$ cat src/hw/rtl/scp_pkg.sv
// -----------------------------------------------------------------------------
// Sine/cosine package
// Shared widths, fixed-point constants, queue item type and arithmetic helpers.
// -----------------------------------------------------------------------------
`timescale 1ns / 1ps

package scp_pkg;

  localparam int ANGLE_W   = 48;
  localparam int OUT_W     = 32;
  localparam int POLY_FRAC = 28;
  localparam int POLY_W    = 33;

  // pi and 2*pi with 60 fraction bits
  localparam logic [63:0] PI_Q60     = 64'h3243F6A8885A308D;
  localparam logic [63:0] TWO_PI_Q60 = 64'h6487ED5110B4611A;

  localparam int QUEUE_DEPTH = 4;
  localparam int Q_PTR_W     = $clog2(QUEUE_DEPTH);
  localparam int Q_CNT_W     = Q_PTR_W + 1;

  typedef logic signed [POLY_W-1:0] poly_t;

  localparam poly_t Q_ONE = 33'sd268435456;

  // Horner coefficients, innermost first
  localparam poly_t SIN_COEF [5] = '{33'sd725, 33'sd53258, 33'sd2236961,
                                     33'sd44739244, 33'sd268435456};
  localparam poly_t COS_COEF [5] = '{33'sd74, 33'sd6657, 33'sd372827,
                                     33'sd11184812, 33'sd134217728};

  localparam logic [2*POLY_W-1:0] QMUL_HALF = (2*POLY_W)'(1) << (POLY_FRAC - 1);
  localparam logic signed [POLY_W:0] SAT_MAX = 34'sd2147483647;
  localparam logic signed [POLY_W:0] SAT_MIN = -34'sd2147483648;

  // How an angle gets folded into [-pi, pi]
  typedef enum logic [1:0] {
    RED_NONE = 2'd0,
    RED_UP   = 2'd1,
    RED_DOWN = 2'd2
  } red_kind_t;

  // Classified angle: raw angle for RED_NONE, else |angle +/- pi|
  typedef struct packed {
    red_kind_t            kind;
    logic [ANGLE_W-1:0]   value;
  } red_item_t;

  // Round a Q60 constant to the given number of fraction bits, half up
  function automatic logic [63:0] round_q60(input logic [63:0] v, input int unsigned frac);
    int unsigned sh;
    sh = 60 - frac;
    return (v + (64'd1 << (sh - 1))) >> sh;
  endfunction

  // Q.28 product, rounded to nearest with halves away from zero
  function automatic poly_t qmul(input poly_t a, input poly_t b);
    logic signed [2*POLY_W-1:0] p;
    logic [2*POLY_W-1:0]        mag;
    logic [2*POLY_W-1:0]        rnd;
    logic signed [2*POLY_W-1:0] res;
    p   = a * b;
    mag = p[2*POLY_W-1] ? $unsigned(-p) : $unsigned(p);
    rnd = (mag + QMUL_HALF) >> POLY_FRAC;
    res = p[2*POLY_W-1] ? -$signed(rnd) : $signed(rnd);
    return res[POLY_W-1:0];
  endfunction

  // Double to Q.29 and clamp to the signed 32-bit range
  function automatic logic signed [OUT_W-1:0] sat_out(input poly_t q);
    logic signed [POLY_W:0] v;
    v = {q, 1'b0};
    if (v > SAT_MAX) begin
      v = SAT_MAX;
    end else if (v < SAT_MIN) begin
      v = SAT_MIN;
    end
    return $signed(v[OUT_W-1:0]);
  endfunction

endpackage

$ cat src/hw/rtl/scp_reduce.sv
// -----------------------------------------------------------------------------
// Sine/cosine range reduction
// Remainder by 2*pi from a reciprocal multiply and one correction, then fold.
// -----------------------------------------------------------------------------
`timescale 1ns / 1ps

module scp_reduce #(
  parameter int ANGLE_FRAC_BITS = 24
) (
  input  logic               clk,
  input  logic               rst_n,
  input  logic               adv,
  input  logic               head_valid,
  input  scp_pkg::red_item_t head,
  output logic               x_valid,
  output scp_pkg::poly_t     x_q28
);
  import scp_pkg::*;

  localparam logic [63:0] PI_F     = round_q60(PI_Q60, ANGLE_FRAC_BITS);
  localparam logic [63:0] TWO_PI_F = round_q60(TWO_PI_Q60, ANGLE_FRAC_BITS);
  localparam int DW     = $clog2(TWO_PI_F + 64'd1);
  localparam int QW     = ANGLE_W - DW + 1;
  localparam int RW     = DW + 2;
  localparam int XW     = DW + 1;
  localparam int RCP_SH = 31;
  localparam int PW     = QW + RCP_SH;
  localparam int NST    = 4;
  localparam logic [127:0] RCP_FULL =
    (128'd1 << (DW - 1 + RCP_SH)) / {64'd0, TWO_PI_F};
  localparam logic [31:0]          RCP  = RCP_FULL[31:0];
  localparam logic [RW-1:0]        D_R  = TWO_PI_F[RW-1:0];
  localparam logic [RW-1:0]        D2_R = D_R << 1;
  localparam logic signed [XW-1:0] PI_X = PI_F[XW-1:0];

  logic                 vld_r  [NST];
  red_kind_t            kind_r [NST];
  logic signed [XW-1:0] none_r [NST];

  logic [ANGLE_W-1:0]   val_r;
  logic [QW-1:0]        quo_r;
  logic [RW-1:0]        vlo_r;
  logic [RW-1:0]        rsd_r;
  logic [DW-1:0]        rem_r;
  logic [PW-1:0]        quo_prod;
  logic [RW-1:0]        quo_mul;
  logic [RW-1:0]        rsd_nxt;
  logic [RW-1:0]        rem_nxt;

  logic                 xv_r;
  logic signed [XW-1:0] xa_r;
  logic signed [XW-1:0] xa_nxt;

  // Quotient estimate from the bits at and above the order of 2*pi; it is
  // never above the exact quotient and at most two below it
  assign quo_prod = PW'(val_r[ANGLE_W-1 -: QW]) * PW'(RCP);

  // Remainder of the estimate, kept modulo 2^RW; it lies in [0, 3*D)
  assign quo_mul = RW'(quo_r) * D_R;
  assign rsd_nxt = vlo_r - quo_mul;

  // Drop the one or two extra multiples of 2*pi
  always_comb begin
    if (rsd_r >= D2_R) begin
      rem_nxt = rsd_r - D2_R;
    end else if (rsd_r >= D_R) begin
      rem_nxt = rsd_r - D_R;
    end else begin
      rem_nxt = rsd_r;
    end
  end

  // Fold the remainder back around zero
  always_comb begin
    unique case (kind_r[NST-1])
      RED_UP:   xa_nxt = $signed({1'b0, rem_r}) - PI_X;
      RED_DOWN: xa_nxt = PI_X - $signed({1'b0, rem_r});
      default:  xa_nxt = none_r[NST-1];
    endcase
  end

  always_ff @(posedge clk) begin
    if (!rst_n) begin
      for (int i = 0; i < NST; i++) begin
        vld_r[i] <= 1'b0;
      end
      xv_r <= 1'b0;
    end else if (adv) begin
      vld_r[0] <= head_valid;
      for (int i = 1; i < NST; i++) begin
        vld_r[i] <= vld_r[i-1];
      end
      xv_r <= vld_r[NST-1];
    end
  end

  always_ff @(posedge clk) begin
    if (adv) begin
      kind_r[0] <= head.kind;
      none_r[0] <= $signed(head.value[XW-1:0]);
      val_r     <= head.value;
      for (int i = 1; i < NST; i++) begin
        kind_r[i] <= kind_r[i-1];
        none_r[i] <= none_r[i-1];
      end
      quo_r <= quo_prod[PW-1 -: QW];
      vlo_r <= val_r[RW-1:0];
      rsd_r <= rsd_nxt;
      rem_r <= rem_nxt[DW-1:0];
      xa_r  <= xa_nxt;
    end
  end

  assign x_valid = xv_r;

  // Move to 28 fraction bits
  if (ANGLE_FRAC_BITS <= POLY_FRAC) begin : g_up
    localparam int LSH = POLY_FRAC - ANGLE_FRAC_BITS;
    assign x_q28 = POLY_W'(xa_r) <<< LSH;
  end else begin : g_dn
    localparam int RSH = ANGLE_FRAC_BITS - POLY_FRAC;
    logic          neg;
    logic [XW-1:0] mag;
    logic [XW-1:0] rnd;
    assign neg   = xa_r[XW-1];
    assign mag   = neg ? $unsigned(-xa_r) : $unsigned(xa_r);
    assign rnd   = (mag + (XW'(1) << (RSH - 1))) >> RSH;
    assign x_q28 = neg ? -$signed(POLY_W'(rnd)) : $signed(POLY_W'(rnd));
  end

endmodule

$ cat config.mk
export PLATFORM = sky130hd
export DESIGN_NAME = scp_reduce
export DESIGN_NICKNAME = d
export VERILOG_FILES = /design/src/hw/rtl/scp_pkg.sv /design/src/hw/rtl/scp_reduce.sv
export SDC_FILE = /design/constraint.sdc
export NUM_CORES = 1
export LEC_CHECK = 0
export BUFFER_PORTS_ARGS = -buffer_cell sky130_fd_sc_hd__buf_4
export CORE_ASPECT_RATIO = 0.75
export CORE_MARGIN = 2
export CORE_UTILIZATION = 45
export DETAILED_ROUTE_END_ITERATION = 16
export PLACE_DENSITY = 0.58
export SLEW_MARGIN = 0
export SYNTH_ARGS = -nofsm -noshare
export SYNTH_HDL_FRONTEND = slang
export SYNTH_SLANG_ARGS = --single-unit
$ cat constraint.sdc
create_clock -name clk -period 8.4 [get_ports clk]
set_input_delay 1.68 -clock clk [delete_from_list [all_inputs] [get_ports clk]]
set_output_delay 1.68 -clock clk [all_outputs]
set_load 0.05 [all_outputs]
# --- Word-level counts from Yosys, hierarchy flattened ---
# Memory sizes are Yosys's and may differ from the RTL's. A register that Yosys moved wholly into a read port is not among the register bits.
# Cells that the tools add are included.
word_totals:
  reg_bits: 183
  latchBits: 0
  ramBits: 124
  mem_bits_ro: 0
  in_bits: 54
  output_inout_bits: 34
  word_cells: 37
  memories: 3
mem_list:
  columns: ["memory", "words", "width", "read_ports", "rd_ports_with_merged_regs", "wr", "line", "text"]
  rows:
  - ["none_r", 4, 28, 4, 0, 4, "scp_reduce.sv:38", "logic signed [XW-1:0] none_r [NST];"]
  - ["kind_r", 4, 2, 4, 0, 4, "scp_reduce.sv:37", "red_kind_t kind_r [NST];"]
  - ["vld_r", 4, 1, 4, 1, 4, "scp_reduce.sv:36", "logic vld_r [NST];"]
op_classes:
  n_addsub: 5
  mul: 2
  n_div: 0
  magnitude_cmp: 2
  eq_ne: 2
  shift: 0
  mux: 12
  n_bitwise: 4
  n_reduce_logical: 1
op_table:
  columns: ["cell", "n"]
  rows:
  - ["$pmux 28 s2", 1]
  - ["$mux 27", 2]
  - ["$sub 27x27->27 const B", 2]
  - ["$mul 22x28->50 const B", 1]
  - ["$ge 29x27->1 const B", 1]
  - ["$ge 29x28->1 const B", 1]
  - ["$mul 22x27->29 const B", 1]
  - ["$sub 29x29->29", 1]
  - ["$sub 26x27->28 const A", 1]
  - ["$sub 27x26->28 const B", 1]
  - ["$mux 1", 9]
  - ["$or 1x1->1", 4]
  - ["$eq 2x1->1 const B", 1]
  - ["$eq 2x2->1 const B", 1]
  - ["$logic_not 1->1", 1]

# --- Depth between registers and ports, before layout ---
logic_depth:
  word_depth: 4
  depth_mapped: 24
  ltp_nobuf: 24

# --- Least setup slack after synthesis ---
# Ideal clock, no wire load.
synth_path:
  kind: "flip-flop to flip-flop"
  from: "register val_r[46]"
  to: "register quo_r[21], data pin"
  setup_ns: 0.136
  t_arrival_ns: 6.941
  t_required_ns: 8.264
  path_slack_ns: 1.323
  path_stages_with_launch: 25
  path_buffers: 0
  synth_period_minus_slack_ns: 7.077
  path_cell_list: "edfxtp_1 inv_1 fa_1 inv_1 fa_1 fa_1 inv_1 fa_1 inv_1 fa_1 fa_1 inv_1 fa_1 inv_1 ha_1 a211oi_2 nand2_2 a2111oi_4 o31ai_2 a22oi_2 o22ai_2 a41o_1 o41a_1 or4_1 nand3_1"
synth_between:
  elab_chain_cells: 1
synth_lines:
  columns: ["item", "line", "text"]
  rows:
  - ["start, declared", "scp_reduce.sv:40", "logic [ANGLE_W-1:0] val_r;"]
  - ["start signal, assigned", "scp_reduce.sv:101", "val_r <= head.value;"]
  - ["$mul 22x28->50", "scp_reduce.sv:56", "assign quo_prod = PW'(val_r[ANGLE_W-1 -: QW]) * PW'(RCP);"]
  - ["named net quo_prod[52]", "scp_reduce.sv:45", "logic [PW-1:0] quo_prod;"]
  - ["end signal, assigned", "scp_reduce.sv:106", "quo_r <= quo_prod[PW-1 -: QW];"]
  - ["end, declared", "scp_reduce.sv:41", "logic [QW-1:0] quo_r;"]
# The timed path passes the listed nets, and every way through them passes these cells.
# A chain may end at the register's enable or synchronous reset.

# --- Worst setup path in the final report ---
# Same ends and word-level chain as after synthesis.

==> impl_metrics.json <==
{
  "postCtsSetupRepairBufs": 0,
  "fin_setup_tns_ps": 0,
  "synthArstFlopShare": 0,
  "cap_violations": 0,
  "clkLatencyLatePin_ps": 610,
  "antenna_found_initial": 4,
  "startpoint_type": "register",
  "grt_pass1_vias": 17300,
  "rr_endpoint": "quo_r[21]",
  "rsz0062_at_grt": "false",
  "wire_per_inst_um": 20.2,
  "cpMostUsedCell": "fa_1",
  "cp_slowest_cell": "fa_1",
  "synth-seq-cells": 252,
  "syn_inst": 2410,
  "nets": 3366,
  "slowest_delay_ps": 550,
  "avgSynthCellArea_um2": 11.4,
  "die_area_um2": 63000,
  "crit_buf_inv": 6,
  "design.core.area_um2": 60400,
  "rr_worst_depth": 24,
  "place.gp.congestion": 0.905,
  "fin_area_um2": 30100,
  "synth_compound_area_frac": 0.0728,
  "final_cells": 3331,
  "drt-total-wl_mm": 67.2,
  "synthTopCellsByArea": "fa_1 (28%), edfxtp_1 (27%), ha_1 (19%)",
  "r2r_start": "val_r[46]",
  "min_to": "vlo_r[3]",
  "final_hold_viol_count": 0,
  "finClkSkew_ps": 20.6,
  "io_buffers": 83,
  "hold_buffers": 0,
  "critPathCaptureType": "register",
  "routed_via_density": 5.09,
  "grt_usage": 0.220,
  "synthFlopType": "edfxtp_1",
  "status": "finished, final reports clean",
  "die_w_um": 289,
  "clkTransAtPathRegs_ps": 70,
  "drtPass1Iterations": 5,
  "post-route-period-util": 0.928,
  "yosysSeqAreaShare": 0.274,
  "finalSetupViolations": 0,
  "ios": 88,
  "cts_max_level": 1,
  "area_delta_synth_final_pct": 9.68,
  "yosysMostFrequentCell": "inv_1",
  "synth_edf_count": 248,
  "synth-xor-area-share": 0.0361,
  "synth-adder-area-share": 0.473,
  "r2r_setup_slack_ps": 600,
  "start_util": 0.454,
  "arrival_ps": 8270,
  "layout_min_cycle_time_ps": 7800,
  "hold_depth": 0,
  "post_cts_resized": 0,
  "drive_gt1_frac": 0.0660,
  "placed_cells": 3275,
  "gr-total-overflow": 0,
  "num-fill-cells": 5453,
  "synth_mux_area_frac": 0.00574,
  "hpwl_mm": 56.7,
  "synth.distinct_cells": 74,
  "cts_tree": "yes",
  "synth_top_family_by_area": "adder cells",
  "netlist.area_leader.share": 0.282,
  "root_buffer": "clkbuf_16",
  "crit_path_max_fanout": 7,
  "slew_headroom": 0.291,
  "numCtsBuffers": 30,
  "min_path_type": "reg -> reg",
  "crit_type": "reg -> reg",
  "cp_top_family": "adder cells",
  "rows": 78,
  "drt_drc_violations_left": 0,
  "synth_top_area_cell": "fa_1",
  "post_dp_cell_area_um2": 29100,
  "num_vias": 16900,
  "yosys.area_share.simple": 0.0465,
  "drv_slew": 0,
  "cts_sinks": 252,
  "critPathRequiredTime_ps": 8880,
  "yosysWarnings": 0,
  "die_h_um": 218,
  "grt_max_degree": 166,
  "worstMarginPinSlew_ps": 1040,
  "drtIter0Drc": 1257,
  "diodes": 0,
  "cp_cell_sequence": "inv_1, fa_1, inv_1, fa_1, fa_1, inv_1, fa_1, inv_1, fa_1, fa_1, inv_1, fa_1, inv_1, ha_1, a211oi_2, nand2_2, a2111oi_4, o31ai_2, a22oi_2, o22ai_2, a41o_1, o41a_1, or4_1, nand3_1",
  "synthTopCellsByCount": "inv_1 (631), ha_1 (418), fa_1 (387), edfxtp_1 (248), nand2_1 (90)",
  "synth_area_um2": 27400,
  "clock_path_buffers": 3,
  "holdCritStartpoint": "val_r[3]",
  "final_antenna_net_count": 0,
  "timing.fmax_mhz": 128,
  "whs_ps": 414,
  "grt_pass1_wl_mm": 104
}
[final cells by class]
type / instances / area, um^2 / area share
clock buffers: 33 / 762 / 0.0253
clock inverters: 23 / 292 / 0.00968
inverters: 632 / 2370 / 0.0788
multi-input cells: 1496 / 17400 / 0.579
flip-flops and latches: 252 / 7530 / 0.250
well taps: 800 / 1000 / 0.0333
repair buffers: 95 / 733 / 0.0244
[worst reg2reg max path, cell delays in order, from the launching register on]
cell	delay [ps]
edfxtp_1	520
inv_1	130
fa_1	400
inv_1	200
fa_1	490
fa_1	520
inv_1	90
fa_1	550
inv_1	60
fa_1	500
fa_1	550
inv_1	60
fa_1	520
inv_1	40
ha_1	330
a211oi_2	210
nand2_2	100
a2111oi_4	330
o31ai_2	120
a22oi_2	420
o22ai_2	220
a41o_1	330
o41a_1	380
or4_1	480
nand3_1	90
[sequential cells by signal (all words and copies together), names as in the netlist]
signal and flops:
val_r 48, xa_r 28, quo_r 22, vld_r 4, x_valid 1, rem_r 27, vlo_r 29, kind_r 8
none_r 56, rsd_r 29
[through the flow]
stage,setup WS [ps],util
detailed placement,628,0.481
finish,604,0.498
CTS,611,0.498
global placement,686,0.481
floorplan,1320,-
global route,231,0.498
[how the worst max path moves through the flow]
stage	from	to	cells after the start
final	val_r[46]	quo_r[21]	24
after global routing	val_r[45]	quo_r[21]	24
after CTS	val_r[46]	quo_r[21]	24
after detailed placement	val_r[45]	quo_r[21]	24
after global placement	val_r[45]	quo_r[21]	24
after floorplan	val_r[46]	quo_r[21]	24
[metal layers]
layer,wire [um],vias to the layer above,global-route usage
met1,37100,8492,0.382
met4,1030,0,0.0321
met5,0,-,0
li1,-,8028,-
met3,3620,46,0.0308
met2,25400,375,0.285
[cell usage in the layout (no fill, tap or decap), types with 13 or more instances in the layout]
master | netlist | routed
a211oi_1 | 13 | 13
a21o_1 | 27 | 27
a21oi_1 | 68 | 68
a22oi_1 | 15 | 15
and3_1 | 16 | 16
buf_4 | 5 | 93
clkbuf_16 | 0 | 30
edfxtp_1 | 248 | 248
fa_1 | 387 | 387
ha_1 | 418 | 418
inv_1 | 631 | 631
nand2_1 | 90 | 90
nand2b_1 | 14 | 14
nand3_1 | 29 | 29
nor2_1 | 56 | 56
nor3_1 | 13 | 13
o21a_1 | 14 | 14
o21ai_0 | 50 | 50
xnor2_1 | 80 | 80
xor2_1 | 33 | 33
[cells by family (layout without fill, tap and decap cells)]
logic type,count (synthesis),after routing
AOI/OAI and AO/OA,291,291
xor gates and xnor gates,113,113
adders and majority gates,805,805
buffers and inverters,665,783
DFF,252,252
muxes,15,15
other,1,4
and+or+nand+nor,268,268
Power is left out: the tool's default activity adds up to more than one toggle a clock period on the data nets, which glitch-free logic cannot reach.
