[src/hw/rtl/scp_pkg.sv]
// -----------------------------------------------------------------------------
// Sine/cosine package
// Shared widths, fixed-point constants, queue item type and arithmetic helpers.
// -----------------------------------------------------------------------------
`timescale 1ns / 1ps

package scp_pkg;

  localparam int ANGLE_W   = 48;
  localparam int OUT_W     = 32;
  localparam int POLY_FRAC = 28;
  localparam int POLY_W    = 33;

  // pi and 2*pi with 60 fraction bits
  localparam logic [63:0] PI_Q60     = 64'h3243F6A8885A308D;
  localparam logic [63:0] TWO_PI_Q60 = 64'h6487ED5110B4611A;

  localparam int QUEUE_DEPTH = 4;
  localparam int Q_PTR_W     = $clog2(QUEUE_DEPTH);
  localparam int Q_CNT_W     = Q_PTR_W + 1;

  typedef logic signed [POLY_W-1:0] poly_t;

  localparam poly_t Q_ONE = 33'sd268435456;

  // Horner coefficients, innermost first
  localparam poly_t SIN_COEF [5] = '{33'sd725, 33'sd53258, 33'sd2236961,
                                     33'sd44739244, 33'sd268435456};
  localparam poly_t COS_COEF [5] = '{33'sd74, 33'sd6657, 33'sd372827,
                                     33'sd11184812, 33'sd134217728};

  localparam logic [2*POLY_W-1:0] QMUL_HALF = (2*POLY_W)'(1) << (POLY_FRAC - 1);
  localparam logic signed [POLY_W:0] SAT_MAX = 34'sd2147483647;
  localparam logic signed [POLY_W:0] SAT_MIN = -34'sd2147483648;

  // How an angle gets folded into [-pi, pi]
  typedef enum logic [1:0] {
    RED_NONE = 2'd0,
    RED_UP   = 2'd1,
    RED_DOWN = 2'd2
  } red_kind_t;

  // Classified angle: raw angle for RED_NONE, else |angle +/- pi|
  typedef struct packed {
    red_kind_t            kind;
    logic [ANGLE_W-1:0]   value;
  } red_item_t;

  // Round a Q60 constant to the given number of fraction bits, half up
  function automatic logic [63:0] round_q60(input logic [63:0] v, input int unsigned frac);
    int unsigned sh;
    sh = 60 - frac;
    return (v + (64'd1 << (sh - 1))) >> sh;
  endfunction

  // Q.28 product, rounded to nearest with halves away from zero
  function automatic poly_t qmul(input poly_t a, input poly_t b);
    logic signed [2*POLY_W-1:0] p;
    logic [2*POLY_W-1:0]        mag;
    logic [2*POLY_W-1:0]        rnd;
    logic signed [2*POLY_W-1:0] res;
    p   = a * b;
    mag = p[2*POLY_W-1] ? $unsigned(-p) : $unsigned(p);
    rnd = (mag + QMUL_HALF) >> POLY_FRAC;
    res = p[2*POLY_W-1] ? -$signed(rnd) : $signed(rnd);
    return res[POLY_W-1:0];
  endfunction

  // Double to Q.29 and clamp to the signed 32-bit range
  function automatic logic signed [OUT_W-1:0] sat_out(input poly_t q);
    logic signed [POLY_W:0] v;
    v = {q, 1'b0};
    if (v > SAT_MAX) begin
      v = SAT_MAX;
    end else if (v < SAT_MIN) begin
      v = SAT_MIN;
    end
    return $signed(v[OUT_W-1:0]);
  endfunction

endpackage

[src/hw/rtl/scp_queue.sv]
// -----------------------------------------------------------------------------
// Sine/cosine item queue
// Small FIFO between front end and back end.
// -----------------------------------------------------------------------------
`timescale 1ns / 1ps

module scp_queue (
  input  logic               clk,
  input  logic               rst_n,
  input  logic               push,
  input  scp_pkg::red_item_t push_item,
  input  logic               pop,
  output logic               full,
  output logic               empty,
  output scp_pkg::red_item_t head
);
  import scp_pkg::*;

  red_item_t          entries_r [QUEUE_DEPTH];
  logic [Q_PTR_W-1:0] wr_ptr_r;
  logic [Q_PTR_W-1:0] rd_ptr_r;
  logic [Q_CNT_W-1:0] count_r;
  logic [Q_CNT_W-1:0] count_nxt;

  assign full      = (count_r == Q_CNT_W'(QUEUE_DEPTH));
  assign empty     = (count_r == '0);
  assign head      = entries_r[rd_ptr_r];
  assign count_nxt = count_r + Q_CNT_W'(push) - Q_CNT_W'(pop);

  always_ff @(posedge clk) begin
    if (!rst_n) begin
      wr_ptr_r <= '0;
      rd_ptr_r <= '0;
      count_r  <= '0;
    end else begin
      if (push) begin
        wr_ptr_r <= wr_ptr_r + Q_PTR_W'(1);
      end
      if (pop) begin
        rd_ptr_r <= rd_ptr_r + Q_PTR_W'(1);
      end
      count_r <= count_nxt;
    end
  end

  always_ff @(posedge clk) begin
    if (push) begin
      entries_r[wr_ptr_r] <= push_item;
    end
  end

endmodule

[config.mk]
export PLATFORM = sky130hd
export DESIGN_NAME = scp_queue
export DESIGN_NICKNAME = d
export VERILOG_FILES = /design/src/hw/rtl/scp_pkg.sv /design/src/hw/rtl/scp_queue.sv
export SDC_FILE = /design/constraint.sdc
export NUM_CORES = 1
export LEC_CHECK = 0
export BUFFER_PORTS_ARGS = -buffer_cell sky130_fd_sc_hd__buf_2
export CAP_MARGIN = 30
export CORE_UTILIZATION = 57
export CTS_CLUSTER_DIAMETER = 40
export DETAILED_ROUTE_END_ITERATION = 8
export HOLD_SLACK_MARGIN = 0.06
export PLACE_DENSITY_LB_ADDON = 0.1
export SLEW_MARGIN = 20
export SYNTH_ARGS = -nofsm -noshare
export SYNTH_HDL_FRONTEND = slang
export SYNTH_SLANG_ARGS = --single-unit
[constraint.sdc]
create_clock -name clk -period 2.4 [get_ports clk]
set_input_delay 0.24 -clock clk [delete_from_list [all_inputs] [get_ports clk]]
set_output_delay 0.24 -clock clk [all_outputs]
set_load 0.1 [all_outputs]
[Word level (Yosys, flattened, before mapping)]
Memories as Yosys holds them, arrays and structs flattened. A register that Yosys moved wholly into a read port is not among the register bits.
Cells that the tools add are included.
Storage, ports and cells
  input bits: 54
  register bits: 7
  output and inout port bits: 52
  memories kept: 1
  word-level logic and storage cells: 14
  RAM bits: 200
Memories
  entries_r: words 4, width 50, rd ports 1, clocked after Yosys merged registers in 1, wr ports 1, line scp_queue.sv:19  | red_item_t entries_r [QUEUE_DEPTH];
Cells by class
  eq/ne operators: 1
  mux-type cells: 4
  reductions and logical operators: 1
  add/subtract/negate cells: 4
Operator list (count)
  adder 2 x 1 -> 2 bit (second input constant): 2
  2-to-1 mux 2 bit: 2
  adder 3 x 1 -> 3 bit: 1
  equality test 3 bit (second input constant): 1
  zero test 3 bit: 1
  subtractor 3 x 1 -> 3 bit: 1
  2-to-1 mux 1 bit: 2

[Logic depth before layout (Yosys ltp)]
Gate-level depths: netlist of run 1.
  depth in word-level cells: 3
  gate-level depth with buffers: 7
  depth with buffers taken out: 7

[Worst setup path before layout of run 1]
Ideal clock, no wire load.
  path kind: register -> output
  start point: register count_r[1]
  end point: output port empty
  arrival: 2.385 ns
  path buffers: 0
  required time: 2.160 ns
  cell stages (with the launch flop): 2
  path slack: -0.225 ns
  cell sequence: dfxtp_1 nor3_1
On the way
  word-level cells in the longest chain between the ends: 1
Ends and longest elaborated chain
  start: declaration: line scp_queue.sv:22  | logic [Q_CNT_W-1:0] count_r;
  start signal: assignment: line scp_queue.sv:42  | count_r <= count_nxt;
  zero test 3 bit: line scp_queue.sv:26  | assign empty = (count_r == '0);
  end: declaration: line scp_queue.sv:14  | output logic empty,
No other way between the ends.

==> results.yml, run 1 <==
sta:
  fin_crit_sh_pct: 96.2
  slew_headroom_pct: 65.6
  fin_setup_tns_ns: 0
  finalHoldViolations: 0
  final_max_slew_viol_count: 0
  finalCriticalPeriod_ns: 2.31
  finalWorstSetupSlack_ns: 0.0912
  fin_skew_ns: 0.00792
  finalSetupViolations: 0
  rsz0062_at_grt: "false"
  worst_slew_pin_slew_ns: 0.519
  max_freq_mhz: 433
grt:
  top_usage_layer: "met2"
  gr-usage-met2_pct: 32.5
  met3_usage_pct: 3.62
  antenna_found_initial: 0
  grt_max_degree: 36
  grt_pass1_vias: 3915
  grt_usage_pct: 19.7
  use_met1_pct: 27.3
  grt_pass1_wl_um: 20600
  overflow: 0
final_layout:
  fin_area_um2: 9860
  drive_gt1_share_pct: 42.9
  final_cell_mix: "200 x edfxtp_1, 103 x buf_2, 51 x dlygate4sd3_1"
  final_common_cell: "edfxtp_1"
  syn2layout_area_growth_pct: 27.8
  final_nets: 550
  utilization_pct: 74.4
  diodes: 0
floorplan:
  rows: 42
  start_util_pct: 58.3
  die-area_um2: 14000
  ios: 106
  die_w_um: 118
  core_area_um2: 13200
  die_h_um: 118
synthesis:
  syn_inst: 305
  syn_avg_cell_area_um2: 25.3
  netlist_area_um2: 7710
  synth_top_area_cell: "edfxtp_1"
  yosysWarnings: 0
  yosysSeqAreaShare_pct: 80.2
  synthTopCellsByArea: "edfxtp_1 78%, mux4_2 15%, dfxtp_1 2.3%"
  syn_nets: 366
  yosysTopAreaCellShare_pct: 77.8
  yosys_register_bits: 209
  yosysUniqueCellTypes: 20
route:
  avgViaCountPerCell: 5.39
  vias: 3687
  finalWirelength_um: 13000
  post_drt_wl_per_cell_um: 19.0
  drtPass1Iterations: 4
  ant_nets: 0
  drc: 0
  drt-initial-drc-count: 198
clock_network:
  clkTransAtPathRegs_ns: 0.06
  numCtsBuffers: 25
  cts-root-buf: "clkbuf_16"
  cts_post_setup_buffers_inserted: 0
  clock_latency_ns: 0.51
  clock_sinks: 209
  clock_path_buffers: 3
  ctsHtreeMaxLevel: 1
  cts_tree: "yes"
placed_design:
  place_area_um2: 8460
  dp_hpwl_um: 7430
  place.gp.congestion: 0.683
  io_buffers: 105
  pre_cts_slack_ns: 0.572
critical_path:
  worstReg2RegStart: "count_r[0]"
  crit_family: "buffers and inverters"
  crit_chain: "buf_12 -> mux4_2 -> buf_2"
  crit_path_end_kind: "output port"
  crit_path_start_kind: "flop"
  ff2ff_path_depth: 7
  critPathSlowestCell: "mux4_2"
  regToRegSetupSlack_ns: 0.61
  crit_buf_inv: 2
  cp_data_arrival_time_ns: 2.07
  critPathMaxStageDelay_ns: 0.53
  crit_required_ns: 2.16
  r2r_end: "count_r[2]"
  critical_path_class: "flop to output port"
  critPathMaxFanout: 20
min_path:
  min_from: "pop"
  hold_class: "input port to flop"
  hold_path_depth: 3
power_and_ir_drop:
  ir_worst_vdd_v: 0.000787
  p_leak_nw: 3.46
  p_per_area_nw_per_um2: 1010
outcome:
  status: "finished, final reports clean"
job:
  maxCapViolations: 0
[layout make-up]
cell class,count,area [um^2]
Fill cell,813,3390
Tap cell,176,220
Timing Repair Buffer,169,1160
Inverter,7,26.3
Multi-Input combinational cell,77,1370
Clock buffer,29,651
Clock inverter,17,233
Sequential cell,209,6190
[sequential cells by signal (all words and copies together), names as in the netlist, named ones only]
| register | flops |
|---|---|
| entries_r | 200 |
| wr_ptr_r | 2 |
| rd_ptr_r | 2 |
| count_r | 3 |
[cells in the mapped netlist]
master      n
a21oi_1     1
mux2i_1     1
dfxtp_1     9
edfxtp_1  200
ha_1        6
nor3_1      1
inv_1       7
xor3_1      1
mux4_2     50
buf_12      5
nand3b_1    1
buf_1       1
xnor2_1     2
nor2_1      5
and3_1      1
a21bo_2     1
and2_1      6
fa_1        1
buf_2       5
buf_6       1
[per-stage QoR]
| stage | cells | hold WS, ns | power, W |
|---|---|---|---|
| CTS | 684 | 0.0663 | 0.0100 |
| finish | 684 | 0.0774 | 0.00995 |
| floorplan | 305 | 0.339 | 0.00579 |
| detailed placement | 587 | 0.456 | 0.00608 |
| global route | 684 | 0.107 | 0.0103 |
| global placement | 587 | 0.448 | 0.00605 |
[worst reg2reg max path, delay by kind of cell, from the launching register on]
| kind | cells | cell delay (ns) |
|---|---|---|
| simple gates | 1 | 0.04 |
| flops | 1 | 0.35 |
| fa+ha+maj | 3 | 0.82 |
| buf+inv | 2 | 0.10 |
| xor+xnor | 1 | 0.38 |
[routing by layer]
metal  wire length, um  up-vias
met2              6500      119
met5                 0        -
li1                  -     1655
met3               703       21
met4               196        0
met1              5620     1892
[report_power, final]
group          total (W)  internal (W)  switching [W]
clock network    0.00390       0.00243        0.00147
registers        0.00425       0.00419      0.0000622
logic            0.00180      0.000444        0.00135
[timing repair]
action                                 in CTS  in global routing
endpoints found under the hold margin     202                  0
gates resized for setup                     0                  2
hold buffers                               51                  0
setup endpoints to repair                   0                  2
[logic make-up (layout without fill, tap and decap cells)]
family,count (synthesis),after routing,synth area share [%]
flip-flops,209,209,80.2
multiplexers,51,51,14.7
AO/OA/AOI/OAI,2,2,0.195
XOR/XNOR,3,3,0.535
adder cells (fa/ha/maj),7,7,1.23
AND/OR/NAND/NOR,14,14,0.973
buffers and inverters,19,222,2.16
[worst max path at each step]
stage / depth (start not counted) / slack, ns / startpoint / to
final: 3 / 0.09 / flop / head[21]
after global routing: 3 / 0.001 / flop / head[45]
after CTS: 3 / 0.04 / flop / head[33]
after detailed placement: 3 / 0.57 / flop / head[33]
after global placement: 3 / 0.58 / flop / head[33]
after floorplan: 3 / 0.25 / wr_ptr_r[0] / entries_r[2][0]
No activity file was read; power rests on OpenSTA's default activity.
==> run 2: changes to the inputs <==
Settings changed: ABC_AREA set to 1, CORE_UTILIZATION 57 to 58.
==> run 2 against run 1 <==
Register-to-register slack improved by 0.17 ns. Synthesized area increased by 9.9%. Count of clock-buffer cells in the layout increased by 2. Utilization increased by 1.6 points. Total power decreased by 0.34%. Sequential share of layout area decreased by 4.8 points. Worst setup slack got worse by 0.011 ns. Largest power group unchanged. Highest routed layer unchanged.
==> results.yml, run 2 <==
grt:
  grt_pass1_vias: 5027
  grt_pass1_wl_um: 24400
  overflow: 0
  grt_max_degree: 62
  grt_usage_pct: 21.4
  antenna_found_initial: 0
sta:
  slew_headroom_pct: 64.6
  worst_slew_pin_slew_ns: 0.530
  finalCriticalPeriod_ns: 2.32
  fin_crit_sh_pct: 96.7
  hold-worst-slack_ns: 0.0713
  finalWorstSetupSlack_ns: 0.0804
  final_max_slew_viol_count: 0
  fin_skew_ns: 0.00977
  finalHoldViolations: 0
  finalSetupViolations: 0
  max_freq_mhz: 431
  rsz0062_at_grt: "true"
synthesis:
  netlist_area_um2: 8480
  synth_top_area_cell: "edfxtp_1"
  syn_avg_cell_area_um2: 13.3
  yosysWarnings: 0
  async_reset_ff_share_pct: 0
  synth-edff-count: 200
  synthFlopType: "edfxtp_1"
  synth_most_common_cell: "edfxtp_1"
  synthTopCellsByArea: "edfxtp_1 71%, inv_1 5.1%, nand2_1 4.9%"
  syn_nets: 699
  syn_inst: 638
  yosysSeqAreaShare_pct: 73.0
  yosys_register_bits: 209
  yosysUniqueCellTypes: 17
  yosysTopAreaCellShare_pct: 70.9
  yosys-top-cells-count: "200 x edfxtp_1, 115 x inv_1, 110 x nand2_1, 56 x a21oi_1, 50 x o21ai_1"
clock_network:
  clock_latency_ns: 0.54
  cts_tree: "yes"
  cts_post_setup_buffers_inserted: 0
  numCtsBuffers: 28
  clkTransAtPathRegs_ns: 0.06
  ctsHtreeMaxLevel: 1
  clock_sinks: 209
  clock_path_buffers: 3
  cts-root-buf: "clkbuf_16"
route:
  avgViaCountPerCell: 5.14
  drtPass1Iterations: 4
  drc: 0
  ant_nets: 0
  drt-initial-drc-count: 340
  vias: 5176
  post_drt_wl_per_cell_um: 15.5
  finalWirelength_um: 15600
placed_design:
  dpl.cell_count: 903
  io_buffers: 105
  place.gp.congestion: 0.749
  dp_hpwl_um: 8890
  pre_cts_slack_ns: 0.575
floorplan:
  die-area_um2: 15100
  core_area_um2: 14000
  ios: 106
  rows: 43
  start_util_pct: 60.4
  die_h_um: 123
  die_w_um: 123
critical_path:
  critPathSlowestCell: "dfxtp_4"
  crit_chain: "buf_12 -> o211ai_2 -> nand2_1 -> buf_2"
  cp_data_arrival_time_ns: 2.08
  crit_path_end_kind: "output port"
  critical_path_class: "flop to output port"
  critPathMaxStageDelay_ns: 0.58
  critPathMaxFanout: 61
  crit_path_start_kind: "flop"
  crit_required_ns: 2.16
job:
  maxCapViolations: 0
final_layout:
  final_nets: 866
  fillers: 919
  final_common_cell: "edfxtp_1"
  syn2layout_area_growth_pct: 25.9
  final_cell_mix: "200 x edfxtp_1, 111 x inv_1, 110 x nand2_1"
  drive_gt1_share_pct: 23.1
  diodes: 0
  multiInputGateArea_um2: 1590
  regArea_um2: 6190
  fin_cells: 1007
  largest_register_ffs: 200
  largestRegisters: "entries_r: 200 flops, count_r: 3 flops"
  largest_register: "entries_r"
min_path:
  hold_class: "input port to flop"
power_and_ir_drop:
  ir_worst_vdd_v: 0.000726
  p_per_area_nw_per_um2: 930
  fin_total_pwr_w: 0.00992
  p_leak_nw: 4.23
outcome:
  status: "finished, final reports clean"
-- run 2: cell types whose count changed after synthesis, moves of 6 or more --
cell	before	now
buf_2	5	14
o21ai_1	0	50
o211ai_2	0	26
inv_1	7	115
mux4_2	50	0
o211ai_1	0	24
a21oi_1	1	56
buf_6	1	17
nand2_1	0	110
and2_1	6	0
-- run 2: kinds of logic after synthesis --
family,Yosys count,share of synthesized area (%)
DFF,209,73.0
AOI/OAI and AO/OA,160,12.5
buffers and inverters,148,8.36
and+or+nand+nor,114,5.08
adders and majority gates,7,1.12
-- run 2: critical path, delay by kind of cell (launching register included) --
family | cells | cell delay (ns)
AOI/OAI and AO/OA | 1 | 0.12
and+or+nand+nor | 1 | 0.09
DFF | 1 | 0.58
buffers and inverters | 2 | 0.73
-- run 2: report_power, final --
part	switching, W	total, W	internal (W)
registers	0.0000747	0.00425	0.00417
logic	0.00141	0.00180	0.000389
clock network	0.00151	0.00387	0.00236
total	0.00299	0.00992	0.00693
-- run 2: layout make-up --
cell class	instances	share of cell area [%]
multi-input cells	281	14.9
clock buffers	31	6.67
repair buffers	170	12.5
clock inverters	21	1.77
well taps	180	2.11
inverters	115	4.05
flip-flops and latches	209	58.0
-- run 2: metal layers --
layer / vias up / GRT usage [%] / share of wire, %
met1: 2465 / 27.6 / 43
li1: 2555 / - / -
met5: - / 0 / 0
met3: 28 / 4.23 / 4.8
met4: 0 / 6.55 / 1.7
met2: 128 / 36.6 / 50
-- run 2: worst paths after layout --
path	from	end	slack, ns	cells past startpoint
worst max register to register	wr_ptr_r[0]	entries_r[0][4]	0.78	5
worst max-delay path	flop	head[31]	0.08	4
worst min register to register	rd_ptr_r[1]	flop	0.47	2
worst min-delay path	push	wr_ptr_r[0]	0.07	3
-- run 2: repair_timing --
item / in CTS / in global routing
setup endpoints to repair: 0 / 31
hold buffers: 52 / 0
resized for setup: 0 / 31
endpoints found under the hold margin: 209 / 0
-- run 2: through the flow --
step / cell area (um^2) / utilization (%) / TNS [ns]
global route: 10700 / 76.0 / -0.0104
floorplan: 8480 / - / 0
finish: 10700 / 76.0 / 0
CTS: 10600 / 75.4 / 0
detailed placement: 9170 / 65.3 / 0
global placement: 9170 / 65.3 / 0
